`config.mk`:
```
export PLATFORM = sky130hd
export DESIGN_NAME = salc_way_unit
export DESIGN_NICKNAME = d
export VERILOG_FILES = /design/src/rtl/set_assoc_lru_cache_lookup_unit_defines.svh /design/src/rtl/salc_pkg.sv /design/src/rtl/salc_way_unit.sv
export SDC_FILE = /design/constraint.sdc
export NUM_CORES = 1
export LEC_CHECK = 0
export ABC_CLOCK_PERIOD_IN_PS = 1700
export BUFFER_PORTS_ARGS = -buffer_cell sky130_fd_sc_hd__buf_2
export CORE_ASPECT_RATIO = 0.75
export CORE_MARGIN = 2
export CORE_UTILIZATION = 34
export DETAILED_ROUTE_END_ITERATION = 10
export GPL_ROUTABILITY_DRIVEN = 0
export PLACE_DENSITY = 0.83
export SETUP_SLACK_MARGIN = 0.1
export SLEW_MARGIN = 40
export SYNTH_ARGS = -nofsm -noshare
export SYNTH_HDL_FRONTEND = slang
export SYNTH_SLANG_ARGS = --single-unit
```
`constraint.sdc`:
```
create_clock -name clk -period 1.7 [get_ports clk]
set_clock_uncertainty 0.2 [all_clocks]
set_input_delay 0.085 -clock clk [delete_from_list [all_inputs] [get_ports clk]]
set_output_delay 0.085 -clock clk [all_outputs]
set_load 0.01 [all_outputs]
```
`src/rtl/set_assoc_lru_cache_lookup_unit_defines.svh`:
```
// Assertion macros for the set-associative LRU cache lookup unit
`ifndef SET_ASSOC_LRU_CACHE_LOOKUP_UNIT_DEFINES_SVH
`define SET_ASSOC_LRU_CACHE_LOOKUP_UNIT_DEFINES_SVH

// same-cycle implication, clocked on clk, off during rst
`define SALC_ASSERT_IMP(label, ante, cons, msg) \
  label: assert property (@(posedge clk) disable iff (rst) (ante) |-> (cons)) \
    else $error(msg);

// next-cycle implication, clocked on clk, off during rst
`define SALC_ASSERT_NXT(label, ante, cons, msg) \
  label: assert property (@(posedge clk) disable iff (rst) (ante) |=> (cons)) \
    else $error(msg);

`endif

```
`src/rtl/salc_pkg.sv`:
```
// Package: constants, types and codes of the cache lookup unit
`default_nettype none

package salc_pkg;

  // set and way counts are powers of two
  localparam int MAX_SETS = 256;
  localparam int MAX_WAYS = 8;

  localparam int SET_BITS = $clog2(MAX_SETS);
  localparam int SET_W    = (SET_BITS < 1) ? 1 : SET_BITS;
  localparam int WAY_BITS = $clog2(MAX_WAYS);
  localparam int WAY_W    = (WAY_BITS < 1) ? 1 : WAY_BITS;
  localparam int META_DEPTH = 1 << SET_W;
  localparam int TAG_AW     = SET_W + WAY_W;
  localparam int TAG_DEPTH  = 1 << TAG_AW;

  // set_index_bits above 12 acts as 12, and never beyond the sets built
  localparam int SIB_LIMIT = 12;
  localparam int SIB_MAX   = (SET_BITS < SIB_LIMIT) ? SET_BITS : SIB_LIMIT;

  localparam int ADDR_W = 32;
  localparam int BLK_W  = 30;
  localparam int CNT_W  = 32;
  localparam int WAYO_W = 3;
  localparam int BYTE_OFFSET_BITS = 2;

  localparam int AGE_W = 3;
  localparam logic [AGE_W-1:0] AGE_MAX = '1;

  localparam int PADDR_W = 4;
  localparam int PDATA_W = 32;

  localparam logic [1:0] REG_SET_INDEX_BITS   = 2'd0;
  localparam logic [1:0] REG_WORD_OFFSET_BITS = 2'd1;
  localparam logic [1:0] REG_WAYS_IN_USE      = 2'd2;

  typedef enum logic [1:0] {
    ST_IDLE,
    ST_LOOKUP,
    ST_COMPARE,
    ST_UPDATE
  } state_t;

  typedef struct packed {
    logic [MAX_WAYS-1:0]            valid;
    logic [MAX_WAYS-1:0][AGE_W-1:0] age;
  } meta_row_t;

  typedef struct packed {
    logic             clear;
    logic             step;
    logic [WAY_W-1:0] way;
    logic             valid;
    logic [AGE_W-1:0] age;
    logic [BLK_W-1:0] tag;
  } scan_req_t;

  typedef struct packed {
    logic             hit;
    logic [WAY_W-1:0] hit_way;
    logic             free_found;
    logic [WAY_W-1:0] free_way;
    logic [WAY_W-1:0] victim_way;
  } scan_res_t;

endpackage

`default_nettype wire

```
`src/rtl/salc_way_unit.sv`:
```
// Shared per-way unit: tag compare, first free way and oldest way, one way a cycle
`default_nettype none

module salc_way_unit (
  input  wire logic                       clk,
  input  wire salc_pkg::scan_req_t        req,
  input  wire logic [salc_pkg::BLK_W-1:0] block,
  output salc_pkg::scan_res_t             res
);

  logic [salc_pkg::AGE_W-1:0] best_age;
  logic                       match;

  assign match = req.valid && (req.tag == block);

  always_ff @(posedge clk) begin
    if (req.clear) begin
      res      <= '0;
      best_age <= '0;
    end else if (req.step) begin
      if (!res.hit && match) begin
        res.hit     <= 1'b1;
        res.hit_way <= req.way;
      end
      if (!res.free_found && !req.valid) begin
        res.free_found <= 1'b1;
        res.free_way   <= req.way;
      end
      // strict compare: ties keep the lower way
      if (req.age > best_age) begin
        best_age       <= req.age;
        res.victim_way <= req.way;
      end
    end
  end

endmodule

`default_nettype wire

```
# After elaboration in Yosys (flattened, before gate mapping)
# Cells that the tools add are included.
[word_totals]
regBits = 14
in_bits = 70
output_inout_bits = 11
wordCells = 17
[classes]
n_lt_le_gt_ge = 1
n_eq_ne = 1
n_reduce_logical = 9
[ops]
columns = ["op", "count"]
rows = [
  ["$eq 30x30->1", 1],
  ["$reduce_and 2->1", 3],
  ["$gt 3x3->1", 1],
  ["$logic_and 1x1->1", 3],
  ["$logic_not 1->1", 3],
]

# Depth between registers and ports, before layout
[logic_depth]
ltp_word = 4
ltp_mapped = 7
mapped_depth_nobuf = 7

# Least setup slack after synthesis
# OpenSTA, ideal clock, no wires.
[synth_path]
path_kind = "reg-to-reg"
startpoint = "register best_age[1] (netlist bit)"
endpoint = "register best_age[0] (netlist bit)"
setup_ps = 128
t_arrival_ps = 1400
required_ps = 1372
setup_slack_ps = -28
path_stages_with_launch = 8
path_buffers = 0
synth_period_minus_slack_ps = 1728
path_cell_list = "dfxtp_1 -> inv_1 -> ha_1 -> nor2b_1 -> o21ai_0 -> a21oi_2 -> mux2i_1 -> nor2_1"
[synth_between]
elab_chain_cells = 2
[synth_lines]
columns = ["item", "line", "text"]
rows = [
  ["from (decl)", "salc_way_unit.sv:11", "logic [salc_pkg::AGE_W-1:0] best_age;"],
  ["from (signal assigned)", "salc_way_unit.sv:31", "best_age <= req.age;"],
  ["$gt 3x3->1", "salc_way_unit.sv:30", "if (req.age > best_age) begin"],
  ["$reduce_and 2->1 (no line)", "n/a", ""],
]
# No other way between the ends.
# A chain may end at the register's enable or synchronous reset.

# Final worst setup path
[layout_path]
startpoint = "register best_age[1] (netlist bit)"
endpoint = "register best_age[2] (netlist bit)"
# The elaborated chain is that of the path after synthesis.

==> impl_metrics.yaml <==
worst_setup_path:
  end_kind: "flip-flop"
  required_ns: 1.63
  critPathKind: "reg -> reg"
  critPathArrivalTime_ns: 1.61
  r2r_end: "best_age[2]$_SDFFE_PP0P_"
  timing.critical_path.from: "best_age[1]$_SDFFE_PP0P_"
  r2r_slack_ns: 0.02
  critPathMaxStageDelay_ns: 0.33
  slowest_stage: "dfxtp_2"
  crit_end: "best_age[2]$_SDFFE_PP0P_"
  timing.rr.start: "best_age[1]$_SDFFE_PP0P_"
  worstPathMaxFanout: 6
  cp_cell_sequence: "inv_2 > ha_4 > nor2b_4 > o21ai_2 > a21oi_2 > buf_6 > mux2i_1 > nor2_1"
  cp-start-kind: "flip-flop"
  r2r_cells: 8
cts:
  clkTransAtPathRegs_ns: 0.05
  insertion_delay_ns: 0.24
  cts-buffers-inserted: 3
  htreeDepth: 1
  clock_sinks: 14
  cts_tree: "done"
  cts_max_path_buffers: 2
  cts_root_buffer: "clkbuf_8"
die:
  start_util_pct: 35.8
  ios: 81
  rows: 16
  die_area_um2: 3200
  die_h_um: 49.5
  fp.dieW_um: 64.7
  core-area_um2: 2620
power:
  p_sw_share_pct: 25.1
  p_switching_w: 0.000240
  cellInternalPower_w: 0.000715
  pwr-share-seq_pct: 37.0
  clkPwrFrac_pct: 32.9
  p_total_w: 0.000955
  comb_power_share_pct: 30.2
  power.density_nw_per_um2: 596
  ir_drop_v: 0.000349
  leakage_nw: 0.799
drt:
  drtPass1Iterations: 4
  totalWireLength_mm: 2.57
  routed_via_density: 4.43
  vias: 1028
  drt_iter0_drc: 21
  wl_per_cell_um: 11.1
  ant_nets: 0
  drc: 0
yosys:
  syn_area_per_cell_um2: 9.30
  seq_area_frac_synth_pct: 29.8
  async_flop_share_pct: 0
  synth_top_area_share_pct: 29.8
  synth_nets: 174
  synthesis.area_um2: 940
  synth_warnings: 0
  yosys.area.top_type: "dfxtp_1"
  ys.flop_type: "dfxtp_1"
  synth.distinct_cells: 22
  synth-edff-count: 0
  synth_area_leaders: "dfxtp_1 30%, xor2_1 23%, mux2i_1 13%, xnor2_1 4.7%, ha_1 4.0%"
  synth_seq_cells: 14
  syn_inst: 101
place:
  dp_hpwl_mm: 2.09
  dpl_cell_area_um2: 1400
  port_buffers: 80
  dp_slack_ns: -0.0992
finish:
  num_antenna_cells: 0
  final_common_cell: "buf_2"
  final_util_pct: 61.1
  layout_common_cells: "80 x buf_2, 25 x xor2_1, 13 x dfxtp_1, 12 x mux2i_1, 10 x nor2_1"
  nNetsFinal: 270
  area_growth_pct: 70.6
  drive_gt1_share_pct: 50.5
  design_area_um2: 1600
outcome:
  violations: "hold timing"
  status: "complete, but fails checks"
worst_hold_path:
  worstHoldPathType: "in -> reg"
grt:
  grt_pass1_wl_mm: 3.98
  grt_max_degree: 18
  globalRoute.totalOverflow: 0
  grt_antenna_before_repair: 0
  first_global_vias: 972
  grt_usage_pct: 16.0
sta:
  period_share_pct: 98.9
  setup_viol: 0
  hold_viol_final: 1
  tightest_slew_ns: 0.266
  slew_viol_final: 0
  holdWs_ns: -0.0137
  setup_slack_ns: 0.0193
  rsz0062_at_grt: "true"
  relSlewSlack_pct: 82.1
  finalCriticalPeriod_ns: 1.68
  fmax_mhz: 595
  finalSetupTns_ns: 0
flow_run:
  cap_violations: 0
[worst max-delay path, delay by kind of cell (launching register included)]
family / cells / cell delay [ns]
flip-flops: 1 / 0.33
adder cells (fa/ha/maj): 1 / 0.26
multiplexers: 1 / 0.21
AND/OR/NAND/NOR: 2 / 0.20
buffers and inverters: 2 / 0.19
AO/OA/AOI/OAI: 2 / 0.18
[worst min path at each step]
stage,depth (start not counted),start,end
after floorplan,2,req[37],res[6]$_SDFFE_PP0P_
after global placement,3,req[30],best_age[0]$_SDFFE_PP0P_
after detailed placement,3,req[30],best_age[0]$_SDFFE_PP0P_
after CTS,3,req[31],best_age[1]$_SDFFE_PP0P_
after global routing,3,req[32],best_age[2]$_SDFFE_PP0P_
final,3,req[32],best_age[2]$_SDFFE_PP0P_
[per-stage QoR]
| step | cells | hold slack [ns] |
|---|---|---|
| 3_5_place_dp | 218 | 0.151 |
| 5_1_grt | 232 | -0.00182 |
| 6_report | 232 | -0.0137 |
| 3_3_place_gp | 218 | 0.143 |
| 2_1_floorplan | 101 | 0.0297 |
| 4_1_cts | 228 | -0.0501 |
[sequential cells by signal, indices dropped and copies added (netlist names)]
register  cells
res          11
best_age      3
[power groups by stage]
stage | logic (W) | clock network (W) | registers (W)
final | 0.000288 | 0.000314 | 0.000353
after global routing | 0.000317 | 0.000343 | 0.000355
after CTS | 0.000274 | 0.000325 | 0.000353
after detailed placement | 0.000248 | 0 | 0.000360
after global placement | 0.000242 | 0 | 0.000359
after floorplan | 0.000116 | 0 | 0.000364
[synthesized netlist by cell type (2+ instances only)]
library cell and n:
dfxtp_1 14, nor2_1 10, ha_1 3, nand2_1 2
inv_1 5, nand4_1 2, nor4_1 5, nand2b_1 6
xnor2_1 5, xor2_1 25, nand3_1 2, mux2i_1 12
[layout make-up]
class,instances,area (um^2)
Tap cell,36,45.0
Sequential cell,14,282
Inverter,5,18.8
Multi-Input combinational cell,81,686
Clock buffer,4,55.1
Fill cell,237,1020
Timing Repair Buffer,92,517
[kinds of logic after synthesis]
group / synth area share [%]
buffers and inverters: 2.40
xor gates and xnor gates: 28.0
AOI/OAI and AO/OA: 3.06
DFF: 29.8
adders and majority gates: 4.00
muxes: 12.8
and+or+nand+nor: 20.0
[per-layer routing]
metal / vias to the layer above / track usage [%] / wire length, um
met1: 473 / 18.7 / 1090
met3: 4 / 2.51 / 94
met5: - / 0 / 0
met4: 0 / 6.03 / 26
li1: 528 / - / -
met2: 23 / 29.2 / 1360
[repair_timing]
action,4_1_cts,5_1_grt
hold buffers,6,3
setup buffers,0,1
endpoints found under the setup margin,6,9
hold endpoints to repair,13,5
resized for setup,5,3
pin swaps,2,4
No activity file was read; power rests on OpenSTA's default activity.
